File: src/rtl/assert_macros.svh
`ifndef ASSERT_MACROS_SVH
`define ASSERT_MACROS_SVH

// Concurrent checks on clk, switched off while rst is high.

// Condition holds at every clock edge.
`define ASSERT_ALWAYS(label, cond, msg) \
  label: assert property (@(posedge clk) disable iff (rst) (cond)) else $error(msg);

// Condition at one edge implies the consequence at the next edge.
`define ASSERT_NEXT(label, ante, cons, msg) \
  label: assert property (@(posedge clk) disable iff (rst) (ante) |=> (cons)) else $error(msg);

`endif

File: src/rtl/pgs_pkg.sv
package pgs_pkg;

  // Bring-up and ranging phases, code values match phase_now
  typedef enum logic [3:0] {
    PH_IDLE       = 4'd0,
    PH_POWER_WAIT = 4'd1,
    PH_POWERED    = 4'd2,
    PH_FRESH      = 4'd3,
    PH_TUNED      = 4'd4,
    PH_CONFIGURED = 4'd5,
    PH_INIT       = 4'd6,
    PH_RANGING    = 4'd7,
    PH_NEAR       = 4'd8
  } phase_t;

  // Bus sequence issued in a tick
  typedef enum logic [2:0] {
    ACT_NONE        = 3'd0,
    ACT_TUNE        = 3'd1,
    ACT_CONFIGURE   = 3'd2,
    ACT_CLEAR_FRESH = 3'd3,
    ACT_START       = 3'd4,
    ACT_CLEAR_INT   = 3'd5
  } bus_action_t;

  // Configuration register indexes
  localparam int RegIndexWidth = 3;
  localparam int CfgDataWidth  = 16;

  typedef enum logic [RegIndexWidth-1:0] {
    REG_NEAR_THRESHOLD = 3'd0,
    REG_CLICK_TIMEOUT  = 3'd1,
    REG_RESET_WAIT     = 3'd2,
    REG_CHECK_PERIOD   = 3'd3,
    REG_POLARITY       = 3'd4
  } reg_index_t;

  // Register reset values
  localparam logic [7:0]  NearThresholdReset = 8'd255;
  localparam logic [15:0] ClickTimeoutReset  = 16'd500;
  localparam logic [15:0] ResetWaitReset     = 16'd1200;
  localparam logic [15:0] CheckPeriodReset   = 16'd1000;
  localparam logic        PolarityReset      = 1'b1;

  // Dim map: (d-10)*255/245 == floor(x*DimRecip >> DimShift) for x in 0..245
  localparam logic [7:0]  DimLow   = 8'd10;
  localparam logic [16:0] DimRecip = 17'd68211;
  localparam int          DimShift = 16;

  typedef struct packed {
    logic [7:0]  near_limit;
    logic [15:0] click_timeout_ms;
    logic [15:0] reset_wait_ms;
    logic [15:0] reset_check_period;
    logic        indicator_polarity;
  } cfg_t;

  typedef struct packed {
    logic [31:0] now_ms;
    logic        fresh_out_of_reset;
    logic        device_ready;
    logic        near_interrupt;
    logic [3:0]  range_error;
    logic [7:0]  distance;
  } tick_t;

  typedef struct packed {
    bus_action_t bus_action;
    logic        sensor_enable;
    logic        indicator_level;
    logic        switch_event;
    logic        switch_on;
    logic        dim_event;
    logic [7:0]  dim_level;
    phase_t      phase_now;
  } result_t;

  // Clamp to 10..255 and scale to 0..255 with one constant multiply
  function automatic logic [7:0] dim_map(input logic [7:0] d);
    logic [7:0]  x;
    logic [24:0] prod;
    x    = (d < DimLow) ? 8'd0 : (d - DimLow);
    prod = 25'(x) * 25'(DimRecip);
    return prod[DimShift +: 8];
  endfunction

endpackage

File: src/rtl/pgs_if.sv
// Tick channel: one sampled service tick per item
interface pgs_in_if;
  logic        valid;
  logic        ready;
  logic [31:0] now_ms;
  logic        fresh_out_of_reset;
  logic        device_ready;
  logic        near_interrupt;
  logic [3:0]  range_error;
  logic [7:0]  distance;

  modport source (
    output valid, now_ms, fresh_out_of_reset, device_ready, near_interrupt,
           range_error, distance,
    input  ready
  );
  modport sink (
    input  valid, now_ms, fresh_out_of_reset, device_ready, near_interrupt,
           range_error, distance,
    output ready
  );
endinterface

// Result channel: one result item per tick
interface pgs_out_if;
  logic       valid;
  logic       ready;
  logic [2:0] bus_action;
  logic       sensor_enable;
  logic       indicator_level;
  logic       switch_event;
  logic       switch_on;
  logic       dim_event;
  logic [7:0] dim_level;
  logic [3:0] phase_now;

  modport source (
    output valid, bus_action, sensor_enable, indicator_level, switch_event,
           switch_on, dim_event, dim_level, phase_now,
    input  ready
  );
  modport sink (
    input  valid, bus_action, sensor_enable, indicator_level, switch_event,
           switch_on, dim_event, dim_level, phase_now,
    output ready
  );
endinterface

File: src/rtl/pgs_cfg_regs.sv
module pgs_cfg_regs
  import pgs_pkg::*;
(
  input  logic                     clk,
  input  logic                     rst,
  input  logic                     cfg_we,
  input  logic [RegIndexWidth-1:0] cfg_index,
  input  logic [CfgDataWidth-1:0]  cfg_data,
  output cfg_t                     cfg
);

  // Register file, unknown indexes are dropped
  always_ff @(posedge clk) begin
    if (rst) begin
      cfg.near_limit         <= NearThresholdReset;
      cfg.click_timeout_ms   <= ClickTimeoutReset;
      cfg.reset_wait_ms      <= ResetWaitReset;
      cfg.reset_check_period <= CheckPeriodReset;
      cfg.indicator_polarity <= PolarityReset;
    end else if (cfg_we) begin
      case (reg_index_t'(cfg_index))
        REG_NEAR_THRESHOLD: cfg.near_limit         <= cfg_data[7:0];
        REG_CLICK_TIMEOUT:  cfg.click_timeout_ms   <= cfg_data;
        REG_RESET_WAIT:     cfg.reset_wait_ms      <= cfg_data;
        REG_CHECK_PERIOD:   cfg.reset_check_period <= cfg_data;
        REG_POLARITY:       cfg.indicator_polarity <= cfg_data[0];
        default: ;
      endcase
    end
  end

endmodule

File: src/rtl/pgs_in_stage.sv
module pgs_in_stage
  import pgs_pkg::*;
(
  input  logic  clk,
  input  logic  rst,
  input  logic  tick_valid,
  input  tick_t tick_data,
  output logic  tick_ready,
  input  logic  take,
  output logic  valid,
  output tick_t data
);

  // Refill whenever empty or the held item moves on this cycle
  assign tick_ready = !valid || take;

  always_ff @(posedge clk) begin
    if (rst) begin
      valid <= 1'b0;
    end else if (tick_ready) begin
      valid <= tick_valid;
    end
  end

  always_ff @(posedge clk) begin
    if (tick_ready && tick_valid) begin
      data <= tick_data;
    end
  end

endmodule

File: src/rtl/pgs_core.sv
`include "assert_macros.svh"

module pgs_core
  import pgs_pkg::*;
#(
  parameter int TIME_BITS = 32
) (
  input  logic    clk,
  input  logic    rst,
  input  cfg_t    cfg,
  input  logic    in_valid,
  input  tick_t   t,
  output logic    take,
  output logic    out_valid,
  input  logic    out_ready,
  output result_t res
);

  typedef logic [TIME_BITS-1:0] stamp_t;

  // Step state
  phase_t      phase, phase_next;
  stamp_t      powered_at, powered_at_next;
  stamp_t      near_since, near_since_next;
  logic [15:0] check_counter, check_counter_next;
  logic        is_on, is_on_next;
  logic        sensor_enabled, sensor_enabled_next;
  logic        indicator_active, indicator_active_next;

  // Per-tick working values
  stamp_t      now_t;
  stamp_t      since_power;
  stamp_t      since_near;
  logic [15:0] period;
  logic [15:0] count_inc;
  logic        near_reading;
  logic        held_long;
  bus_action_t action;
  logic        sw_event;
  logic        dim_event;
  logic        hot_plug;

  // Step when an item is held and the result slot is free or draining
  assign take = in_valid && (!out_valid || out_ready);

  assign now_t        = stamp_t'(t.now_ms);
  assign since_power  = now_t - powered_at;
  assign since_near   = now_t - near_since;
  assign period       = (cfg.reset_check_period == 16'd0) ? 16'd1 : cfg.reset_check_period;
  assign count_inc    = check_counter + 16'd1;
  assign near_reading = (t.range_error == 4'd0) && (t.distance <= cfg.near_limit);
  assign held_long    = since_near >= stamp_t'(cfg.click_timeout_ms);

  // Phase sequencer and gesture tracking
  always_comb begin
    phase_next            = phase;
    powered_at_next       = powered_at;
    near_since_next       = near_since;
    check_counter_next    = check_counter;
    is_on_next            = is_on;
    sensor_enabled_next   = sensor_enabled;
    indicator_active_next = indicator_active;
    action                = ACT_NONE;
    sw_event              = 1'b0;
    dim_event             = 1'b0;
    hot_plug              = 1'b0;
    case (phase)
      PH_IDLE: begin
        sensor_enabled_next = 1'b1;
        powered_at_next     = now_t;
        phase_next          = PH_POWER_WAIT;
      end
      PH_POWER_WAIT: begin
        if (since_power > stamp_t'(cfg.reset_wait_ms)) phase_next = PH_POWERED;
      end
      PH_POWERED: begin
        if (t.fresh_out_of_reset) phase_next = PH_FRESH;
      end
      PH_FRESH: begin
        action     = ACT_TUNE;
        phase_next = PH_TUNED;
      end
      PH_TUNED: begin
        if (t.device_ready) begin
          action     = ACT_CONFIGURE;
          phase_next = PH_CONFIGURED;
        end
      end
      PH_CONFIGURED: begin
        action     = ACT_CLEAR_FRESH;
        phase_next = PH_INIT;
      end
      PH_INIT: begin
        action     = ACT_START;
        phase_next = PH_RANGING;
      end
      PH_RANGING, PH_NEAR: begin
        // periodic hot-plug check on every Nth ranging tick
        check_counter_next = count_inc;
        if (count_inc >= period) begin
          check_counter_next = 16'd0;
          hot_plug           = t.fresh_out_of_reset;
        end
        if (hot_plug) begin
          phase_next          = PH_IDLE;
          sensor_enabled_next = 1'b0;
        end else if (t.near_interrupt) begin
          action = ACT_CLEAR_INT;
          if (phase == PH_RANGING) begin
            phase_next            = PH_NEAR;
            indicator_active_next = 1'b1;
            near_since_next       = now_t;
          end
        end else if (near_reading) begin
          // hold turns the switch on; dim level on every near reading
          if (held_long && !is_on) begin
            is_on_next = 1'b1;
            sw_event   = 1'b1;
          end
          dim_event = 1'b1;
        end else if (phase == PH_NEAR) begin
          // left the near zone: a short pass is a click
          indicator_active_next = 1'b0;
          phase_next            = PH_RANGING;
          if (!held_long) begin
            is_on_next = !is_on;
            sw_event   = 1'b1;
          end
        end
      end
      default: ;
    endcase
  end

  // State registers
  always_ff @(posedge clk) begin
    if (rst) begin
      phase            <= PH_IDLE;
      powered_at       <= '0;
      near_since       <= '0;
      check_counter    <= '0;
      is_on            <= 1'b0;
      sensor_enabled   <= 1'b0;
      indicator_active <= 1'b0;
    end else if (take) begin
      phase            <= phase_next;
      powered_at       <= powered_at_next;
      near_since       <= near_since_next;
      check_counter    <= check_counter_next;
      is_on            <= is_on_next;
      sensor_enabled   <= sensor_enabled_next;
      indicator_active <= indicator_active_next;
    end
  end

  // Result register
  always_ff @(posedge clk) begin
    if (rst) begin
      out_valid <= 1'b0;
    end else if (take) begin
      out_valid <= 1'b1;
    end else if (out_ready) begin
      out_valid <= 1'b0;
    end
  end

  always_ff @(posedge clk) begin
    if (take) begin
      res.bus_action      <= action;
      res.sensor_enable   <= sensor_enabled_next;
      res.indicator_level <= ~(indicator_active_next ^ cfg.indicator_polarity);
      res.switch_event    <= sw_event;
      res.switch_on       <= is_on_next;
      res.dim_event       <= dim_event;
      res.dim_level       <= dim_event ? dim_map(t.distance) : 8'd0;
      res.phase_now       <= phase_next;
    end
  end

  // Checks
  `ASSERT_ALWAYS(a_sensor_follows_phase, !out_valid || (res.sensor_enable == (res.phase_now != PH_IDLE)), "sensor enable disagrees with phase")
  `ASSERT_ALWAYS(a_switch_only_ranging, !(out_valid && res.switch_event) || res.phase_now == PH_RANGING || res.phase_now == PH_NEAR, "switch event outside ranging")
  `ASSERT_ALWAYS(a_dim_quiet_bus, !(out_valid && res.dim_event) || res.bus_action == ACT_NONE, "dim event with bus action")
  `ASSERT_NEXT(a_phase_holds_idle, !take, $stable(phase), "phase moved without a step")

endmodule

File: src/rtl/proximity_gesture_switch.sv
// Proximity gesture switch and dimmer. Each tick item carries the time and the sensor flags
// sampled for one service tick; each tick yields exactly one result item naming the bus
// sequence to issue, the pin levels, switch and dim reports and the phase reached. One item is
// accepted every clock cycle unless the result channel stalls: the whole step is a single pass
// of logic between the input register and the result register; while a result waits, one more
// item can still enter the input register before the tick channel stalls. Registers must be
// written through cfg_we/cfg_index/cfg_data only while no item is in flight; the block itself
// does not enforce this. TIME_BITS sets the width of the stored timestamps; time differences
// wrap modulo 2^TIME_BITS.
module proximity_gesture_switch
  import pgs_pkg::*;
#(
  parameter int TIME_BITS = 32
) (
  input  logic                     clk,
  input  logic                     rst,
  pgs_in_if.sink                   tick,
  pgs_out_if.source                result,
  input  logic                     cfg_we,
  input  logic [RegIndexWidth-1:0] cfg_index,
  input  logic [CfgDataWidth-1:0]  cfg_data
);

  cfg_t    cfg;
  tick_t   tick_data;
  tick_t   held;
  logic    held_valid;
  logic    take;
  result_t res;

  // Gather the tick payload
  assign tick_data.now_ms             = tick.now_ms;
  assign tick_data.fresh_out_of_reset = tick.fresh_out_of_reset;
  assign tick_data.device_ready       = tick.device_ready;
  assign tick_data.near_interrupt     = tick.near_interrupt;
  assign tick_data.range_error        = tick.range_error;
  assign tick_data.distance           = tick.distance;

  pgs_cfg_regs u_cfg (
    .clk       (clk),
    .rst       (rst),
    .cfg_we    (cfg_we),
    .cfg_index (cfg_index),
    .cfg_data  (cfg_data),
    .cfg       (cfg)
  );

  pgs_in_stage u_in (
    .clk        (clk),
    .rst        (rst),
    .tick_valid (tick.valid),
    .tick_data  (tick_data),
    .tick_ready (tick.ready),
    .take       (take),
    .valid      (held_valid),
    .data       (held)
  );

  pgs_core #(
    .TIME_BITS (TIME_BITS)
  ) u_core (
    .clk       (clk),
    .rst       (rst),
    .cfg       (cfg),
    .in_valid  (held_valid),
    .t         (held),
    .take      (take),
    .out_valid (result.valid),
    .out_ready (result.ready),
    .res       (res)
  );

  // Spread the result onto the channel
  assign result.bus_action      = res.bus_action;
  assign result.sensor_enable   = res.sensor_enable;
  assign result.indicator_level = res.indicator_level;
  assign result.switch_event    = res.switch_event;
  assign result.switch_on       = res.switch_on;
  assign result.dim_event       = res.dim_event;
  assign result.dim_level       = res.dim_level;
  assign result.phase_now       = res.phase_now;

endmodule
File: src/flat_wrapper.sv
// flat-port wrapper written by rule: the top's interface ports become plain ports
module proximity_gesture_switch_flat import pgs_pkg::*;
#(
  parameter int TIME_BITS = 32
)
  (clk, rst, cfg_we, cfg_index, cfg_data, tick_valid, tick_now_ms, tick_fresh_out_of_reset, tick_device_ready, tick_near_interrupt, tick_range_error, tick_distance, tick_ready, result_valid, result_bus_action, result_sensor_enable, result_indicator_level, result_switch_event, result_switch_on, result_dim_event, result_dim_level, result_phase_now, result_ready);
  pgs_in_if tick_i ();
  pgs_out_if result_i ();
  input  logic clk;
  input  logic rst;
  input  logic cfg_we;
  input  logic [RegIndexWidth-1:0] cfg_index;
  input  logic [CfgDataWidth-1:0] cfg_data;
  input wire logic [$bits(tick_i.valid)-1:0] tick_valid;
  input wire logic [$bits(tick_i.now_ms)-1:0] tick_now_ms;
  input wire logic [$bits(tick_i.fresh_out_of_reset)-1:0] tick_fresh_out_of_reset;
  input wire logic [$bits(tick_i.device_ready)-1:0] tick_device_ready;
  input wire logic [$bits(tick_i.near_interrupt)-1:0] tick_near_interrupt;
  input wire logic [$bits(tick_i.range_error)-1:0] tick_range_error;
  input wire logic [$bits(tick_i.distance)-1:0] tick_distance;
  output wire logic [$bits(tick_i.ready)-1:0] tick_ready;
  output wire logic [$bits(result_i.valid)-1:0] result_valid;
  output wire logic [$bits(result_i.bus_action)-1:0] result_bus_action;
  output wire logic [$bits(result_i.sensor_enable)-1:0] result_sensor_enable;
  output wire logic [$bits(result_i.indicator_level)-1:0] result_indicator_level;
  output wire logic [$bits(result_i.switch_event)-1:0] result_switch_event;
  output wire logic [$bits(result_i.switch_on)-1:0] result_switch_on;
  output wire logic [$bits(result_i.dim_event)-1:0] result_dim_event;
  output wire logic [$bits(result_i.dim_level)-1:0] result_dim_level;
  output wire logic [$bits(result_i.phase_now)-1:0] result_phase_now;
  input wire logic [$bits(result_i.ready)-1:0] result_ready;
  assign tick_i.valid = tick_valid;
  assign tick_i.now_ms = tick_now_ms;
  assign tick_i.fresh_out_of_reset = tick_fresh_out_of_reset;
  assign tick_i.device_ready = tick_device_ready;
  assign tick_i.near_interrupt = tick_near_interrupt;
  assign tick_i.range_error = tick_range_error;
  assign tick_i.distance = tick_distance;
  assign tick_ready = tick_i.ready;
  assign result_valid = result_i.valid;
  assign result_bus_action = result_i.bus_action;
  assign result_sensor_enable = result_i.sensor_enable;
  assign result_indicator_level = result_i.indicator_level;
  assign result_switch_event = result_i.switch_event;
  assign result_switch_on = result_i.switch_on;
  assign result_dim_event = result_i.dim_event;
  assign result_dim_level = result_i.dim_level;
  assign result_phase_now = result_i.phase_now;
  assign result_i.ready = result_ready;
  proximity_gesture_switch #(.TIME_BITS(TIME_BITS)) u_core (.clk(clk), .rst(rst), .tick(tick_i), .result(result_i), .cfg_we(cfg_we), .cfg_index(cfg_index), .cfg_data(cfg_data));
endmodule
File: config.mk
export PLATFORM = sky130hd
export DESIGN_NAME = proximity_gesture_switch_flat
export DESIGN_NICKNAME = d
export VERILOG_FILES = /design/src/rtl/pgs_pkg.sv /design/src/rtl/pgs_if.sv /design/src/rtl/pgs_cfg_regs.sv /design/src/rtl/pgs_in_stage.sv /design/src/rtl/pgs_core.sv /design/src/rtl/proximity_gesture_switch.sv /design/src/flat_wrapper.sv
export VERILOG_INCLUDE_DIRS = /design/src /design/src/rtl
export SDC_FILE = /design/constraint.sdc
export NUM_CORES = 1
export LEC_CHECK = 0
export BUFFER_PORTS_ARGS = -buffer_cell sky130_fd_sc_hd__buf_2
export CORE_ASPECT_RATIO = 0.9
export CORE_MARGIN = 2
export CORE_UTILIZATION = 55
export CTS_CLUSTER_SIZE = 8
export DETAILED_ROUTE_END_ITERATION = 10
export PLACE_DENSITY = 0.73
export SYNTH_ARGS = -nofsm -noshare
export SYNTH_HDL_FRONTEND = slang
export SYNTH_HIERARCHICAL = 1
export SYNTH_SLANG_ARGS = --single-unit
export TNS_END_PERCENT = 100
File: constraint.sdc
create_clock -name clk -period 11.7 [get_ports clk]
set_clock_uncertainty 0.2 [all_clocks]
set_input_delay 1.17 -clock clk [delete_from_list [all_inputs] [get_ports clk]]
set_output_delay 1.17 -clock clk [all_outputs]
set_load 0.05 [all_outputs]
### After elaboration in Yosys (flattened, before gate mapping)

Index checks and enable logic that the tools add are counted.

| storage, ports and cells | value |
|---|---|
| bits of input ports | 71 |
| logic and storage cells | 121 |
| output and inout bits | 22 |
| flip-flop bits (word level) | 213 |

| cells by class | value |
|---|---|
| equality and inequality tests | 12 |
| order comparisons | 5 |
| multipliers | 1 |
| bitwise gates (word level) | 4 |
| add/subtract/negate cells | 4 |
| reduce and logical (&&, ||, !) cells | 24 |
| muxes and demuxes | 43 |

Operator list:

| cell | number |
|---|---|
| $sub A32 B32 Y32 | 2 |
| $ge A32 B16 Y1 | 1 |
| $gt A32 B16 Y1 | 1 |
| $mux W16 | 2 |
| $mux W4 | 8 |
| $pmux W4 S8 | 1 |
| $mux W1 | 26 |
| $mul A8 B17 Y24 const B | 1 |
| $add A16 B1 Y16 const B | 1 |
| $eq A4 B3 Y1 const B | 4 |
| $ge A16 B16 Y1 | 1 |
| $logic_not A16 Y1 | 1 |
| $pmux W3 S5 | 1 |
| $reduce_and A2 Y1 | 7 |
| $eq A4 B2 Y1 const B | 2 |
| $le A8 B8 Y1 | 1 |
| $logic_not A4 Y1 | 2 |
| $lt A8 B4 Y1 const B | 1 |
| $mux W8 | 1 |
| $sub A8 B4 Y8 const B | 1 |
| $eq A3 B2 Y1 const B | 2 |
| $mux W3 | 2 |
| $reduce_and A5 Y1 | 1 |
| $eq A4 B1 Y1 const B | 1 |
| 14 further kinds | 22 |

### Logic depth before layout (Yosys ltp)

| logic depth | value |
|---|---|
| depth in word-level cells | 9 |
| gate-level depth with buffers | 27 |
| gate-level depth less buffers | 27 |

### Hierarchy

The synthesis kept the hierarchy.

Modules (own cells, without submodules):

| module | area each (sq um) | instances | seq. area each (sq um) | cells each |
|---|---|---|---|---|
| pgs_core | 11,428.5 | 1 | 2,362.3 | 1,444 |
| pgs_cfg_regs | 2,297.2 | 1 | 1,141.1 | 220 |
| pgs_in_stage | 1,466.4 | 1 | 1,431.4 | 52 |

### Worst setup path before layout

Ideal clock, no wire load.

| timing | value |
|---|---|
| path kind | reg-to-reg |
| from | register u_core/u_in/data[1] (netlist bit) |
| to | register u_core/u_core/res[11] (netlist name) |
| buffers on the path | 0 |
| period minus slack after synthesis | 5.972 ns |
| required time | 11.237 ns |
| arrival | 5.509 ns |
| stages on the path, launching flop included | 24 |
| slack | 5.728 ns |
| setup time | 0.263 ns |
| path through | edfxtp_1 -> o21ai_0 -> nand2_1 -> a21oi_1 -> inv_1 -> ha_1 -> inv_1 -> fa_1 -> inv_1 -> fa_1 -> inv_1 -> fa_1 -> inv_1 -> ha_1 -> a21o_1 -> a21o_1 -> a221oi_1 -> nor3_1 -> o31a_1 -> and4_1 -> a2111oi_2 -> nor2_1 -> xnor2_1 -> nor2_1 |

| between the ends | value |
|---|---|
| longest elaborated chain between the ends | 6 |
| elaborated cells on any way between the ends | 10 |
| classes of those cells | add/sub (1); mul (1); order compare (2); mux (5); reduce/logical (1) |

Ends and longest elaborated chain:

| what | RTL line | RTL |
|---|---|---|
| from (decl) | pgs_in_stage.sv:11 | `output tick_t data` |
| from (signal assigned) | pgs_in_stage.sv:27 | `data <= tick_data;` |
| parallel branches: the longest is 6 deep, another holds $mul A8 B17 Y24 | n/a |  |

Parallel ways; which one is timed is not known.
A chain may end at the register's enable or synchronous reset.

### Final worst setup path

| timing | value |
|---|---|
| from | register u_core/u_in/data[1] (netlist bit) |
| to | register u_core/u_core/res[11] (netlist name) |

| between the ends | value |
|---|---|
| longest elaborated chain between the ends | 6 |
| elaborated cells on any way between the ends | 10 |
| classes of those cells | add/sub (1); mul (1); order compare (2); mux (5); reduce/logical (1) |

Ends and longest elaborated chain:

| what |
|---|
| parallel branches: the longest is 6 deep, another holds $mul A8 B17 Y24 |

Parallel ways; which one is timed is not known.

==> flow_summary.json <==
{
  "status": "complete, no violations",
  "p_leak_nw": 7.55,
  "portBuffers": 92,
  "grt_pass1_wl_um": 56500,
  "drtIter0Drc": 700,
  "maxUsedRoutingLayer": "met4",
  "synth-edff-count": 67,
  "slew_headroom_pct": 34.1,
  "cts_max_path_buffers": 3,
  "io_pins": 93,
  "met2_length_um": 15500,
  "reg2reg_depth": 23,
  "routed_wl_um": 35000,
  "setup_tns_ns": 0,
  "rrSetupSlack_ns": 5.05,
  "yosysWarnings": 6,
  "cap_violations": 0,
  "end_kind": "flip-flop",
  "vdd_drop_max_mv": 0.110,
  "hpwlAfterDp_um": 25900,
  "core-area_sq_um": 27100,
  "ys_top_cells_by_area": "dfxtp_1, ha_1, edfxtp_1, mux2i_1, inv_1",
  "avgSynthCellArea_sq_um": 8.85,
  "period_share_pct": 56.8,
  "cts-resized-gates": 0,
  "wl_met1_um": 17000,
  "areaGrowthSynthToFinish_pct": 10.7,
  "critPathKind": "flip-flop to flip-flop",
  "wl_per_cell_um": 16.2,
  "fin_crit_ns": 6.65,
  "cts_root_buffer": "clkbuf_16",
  "cts_buffers": 31,
  "finalSetupViolCount": 0,
  "finalNetCount": 2063,
  "first_pass_iters": 7,
  "clkTransAtPathRegs_ns": 0.05,
  "synth_cell_type_count": 90,
  "ant_nets": 0,
  "crit_fanout": 6,
  "antenna_cells": 0,
  "h-tree-depth": 1,
  "start_util_pct": 56.1,
  "die-height_um": 162,
  "routed-wl-met3_um": 1790,
  "grt_pass1_vias": 11600,
  "max_freq_mhz": 150,
  "grt_overflow": 0,
  "tightest_slew_ns": 0.983,
  "layout-drive-gt1-share_pct": 9.68,
  "num_vias": 12100,
  "grt_max_degree": 91,
  "drc": 0,
  "viasPerCell": 5.62,
  "grt_use_total_pct": 24.0,
  "syn_nets": 1990,
  "fillCellCount": 2337,
  "yosysTopAreaCellShare_pct": 19.2,
  "antenna_found_initial": 0,
  "gp_congestion": 0.897,
  "die-area_sq_um": 29000,
  "ys_ff_latch": 213,
  "insertion_delay_ns": 0.56,
  "clock_sinks": 213,
  "grt_setup_unrepaired": "false",
  "synth.largest_area_cell": "dfxtp_1",
  "hold_viol": 0,
  "async_reset_ff_share_pct": 0,
  "cp-start-kind": "flip-flop",
  "pre_cts_slack_ns": 5.10,
  "maxSlewViolCount": 0,
  "setup_ws_ns": 5.05,
  "dieWidth_um": 179,
  "p_per_area_nw_per_um2": 137,
  "arrival_ns": 6.74,
  "worst_hold_path.num_cells": 2,
  "synth_area_sq_um": 15200,
  "ys.flop_type": "dfxtp_1",
  "crit_required_ns": 11.79,
  "yosysSeqAreaShare_pct": 32.5,
  "row_count": 57,
  "syn_inst": 1716,
  "holdBufCountCts": 0,
  "hp-class": "flip-flop to flip-flop",
  "cts_setup_buffers": 0,
  "cts_tree": "done"
}
## per-stage QoR
step	power (mW)	std cells	util, %	hold WS, ns	instance area (sq um)
global placement	1.45	2110	58.7	0.242	15900
detailed placement	1.47	2110	58.7	0.246	15900
finish	2.30	2162	62.0	0.250	16800
floorplan	1.32	1716	-	0.236	15200
CTS	2.31	2162	62.0	0.253	16800
global route	2.44	2162	62.0	0.267	16800
## kinds of logic (layout without fill, tap and decap cells)
group	Yosys count	in the layout	synth area share, %
mux	97	97	6.41
buf+inv	247	339	6.27
compound gates	370	370	16.2
xor+xnor	65	65	3.75
simple gates	521	521	17.1
flops	213	213	32.5
fa+ha+maj	203	203	17.9
## registers in the layout, summed over array words and instances, names as in the netlist
signal	count
u_core/u_core/res	20
u_core/u_core/check_counter	16
u_core/u_in/data	47
u_core/u_core/indicator_active	1
u_core/u_in/valid	1
u_core/u_core/out_valid	1
u_core/u_core/near_since	32
u_core/u_core/powered_at	32
u_core/u_core/phase	4
u_core/u_cfg/cfg	57
u_core/u_core/sensor_enabled	1
u_core/u_core/is_on	1
## cells in the final DEF (no fill, tap or decap), drive strengths merged, types with 4 or more instances in the layout
cell     instances
mux2i           95
xor2            22
o31a             6
nand2b          66
a31o             4
or2              7
and3            25
o21a            15
o211ai          13
a211oi          19
nand4           27
o21bai          10
fa              23
nor3            23
nand3           25
a221oi           4
o31ai            8
buf             99
nor2           148
and2             8
a2111oi          6
nor3b            4
edfxtp          67
ha             180
nand3b           8
dfxtp          146
clkbuf          50
nor4             8
a21oi          134
a31oi           13
or3              7
nand2          133
nor2b           15
o21ai           63
inv            189
a21o            41
xnor2           43
## routing by layer
| metal | track usage (%) | vias up |
|---|---|---|
| met2 | 38.9 | 300 |
| met3 | 3.37 | 45 |
| met4 | 5.72 | 0 |
| li1 | - | 6160 |
| met1 | 33.9 | 5639 |
| met5 | 0 | - |
## where the power goes
part / total (mW) / internal [mW] / switching, mW
clock: 0.830 / 0.510 / 0.320
combinational: 0.647 / 0.269 / 0.378
sequential: 0.820 / 0.796 / 0.0243
total: 2.30 / 1.57 / 0.722
## layout make-up
class	count	area [sq um]	area share, %
sequential	213	4930	29.3
clock inverter	2	13.8	0.0819
tap	354	443	2.63
multi-input combinational	1256	9310	55.4
clock buffer	50	890	5.29
inverter	188	706	4.20
timing repair buffer	99	515	3.07
## critical path: stages (launching register included)
cell and delay, ns:
edfxtp_1 0.42, o21ai_0 0.31, nand2_1 0.18, a21oi_1 0.55, inv_1 0.22, ha_1 0.33, inv_1 0.08, fa_1 0.54
inv_1 0.05, fa_1 0.50, inv_1 0.06, fa_1 0.53, inv_1 0.04, ha_1 0.19, a21o_1 0.17, a21o_1 0.16
a221oi_1 0.38, nor3_1 0.13, o31a_1 0.36, and4_1 0.22, a2111oi_2 0.43, nor2_1 0.10, xnor2_1 0.16, nor2_1 0.06
## path summary, 6_finish.rpt
check	startpoint	to
worst max-delay path	u_core/u_in/data[1]	u_core/u_core/res[11]
worst min-delay path	u_core/u_core/powered_at[11]	u_core/u_core/powered_at[11]
worst max register to register	u_core/u_in/data[1]	u_core/u_core/res[11]
worst min register to register	u_core/u_core/powered_at[11]	u_core/u_core/powered_at[11]
## Yosys cell counts (all sizes together) (4+ instances only)
cell type and n:
fa 23, nor3b 4, or2 7, a2111oi 6
o21bai 10, ha 180, o211ai 13, buf 13
a31oi 13, o21a 15, xnor2 43, and2 8
nand4 27, nand3 25, o31a 6, nor4 8
mux2i 95, or3 7, o31ai 8, a221oi 4
nor2b 15, xor2 22, edfxtp 67, a31o 4
nand3b 8, nor3 23, a21o 41, nand2 133
a211oi 19, dfxtp 146, and3 25, nand2b 66
inv 188, o21ai 63, nor2 148, a21oi 134
clkbuf 46
Power figures use the tool's default switching activity.
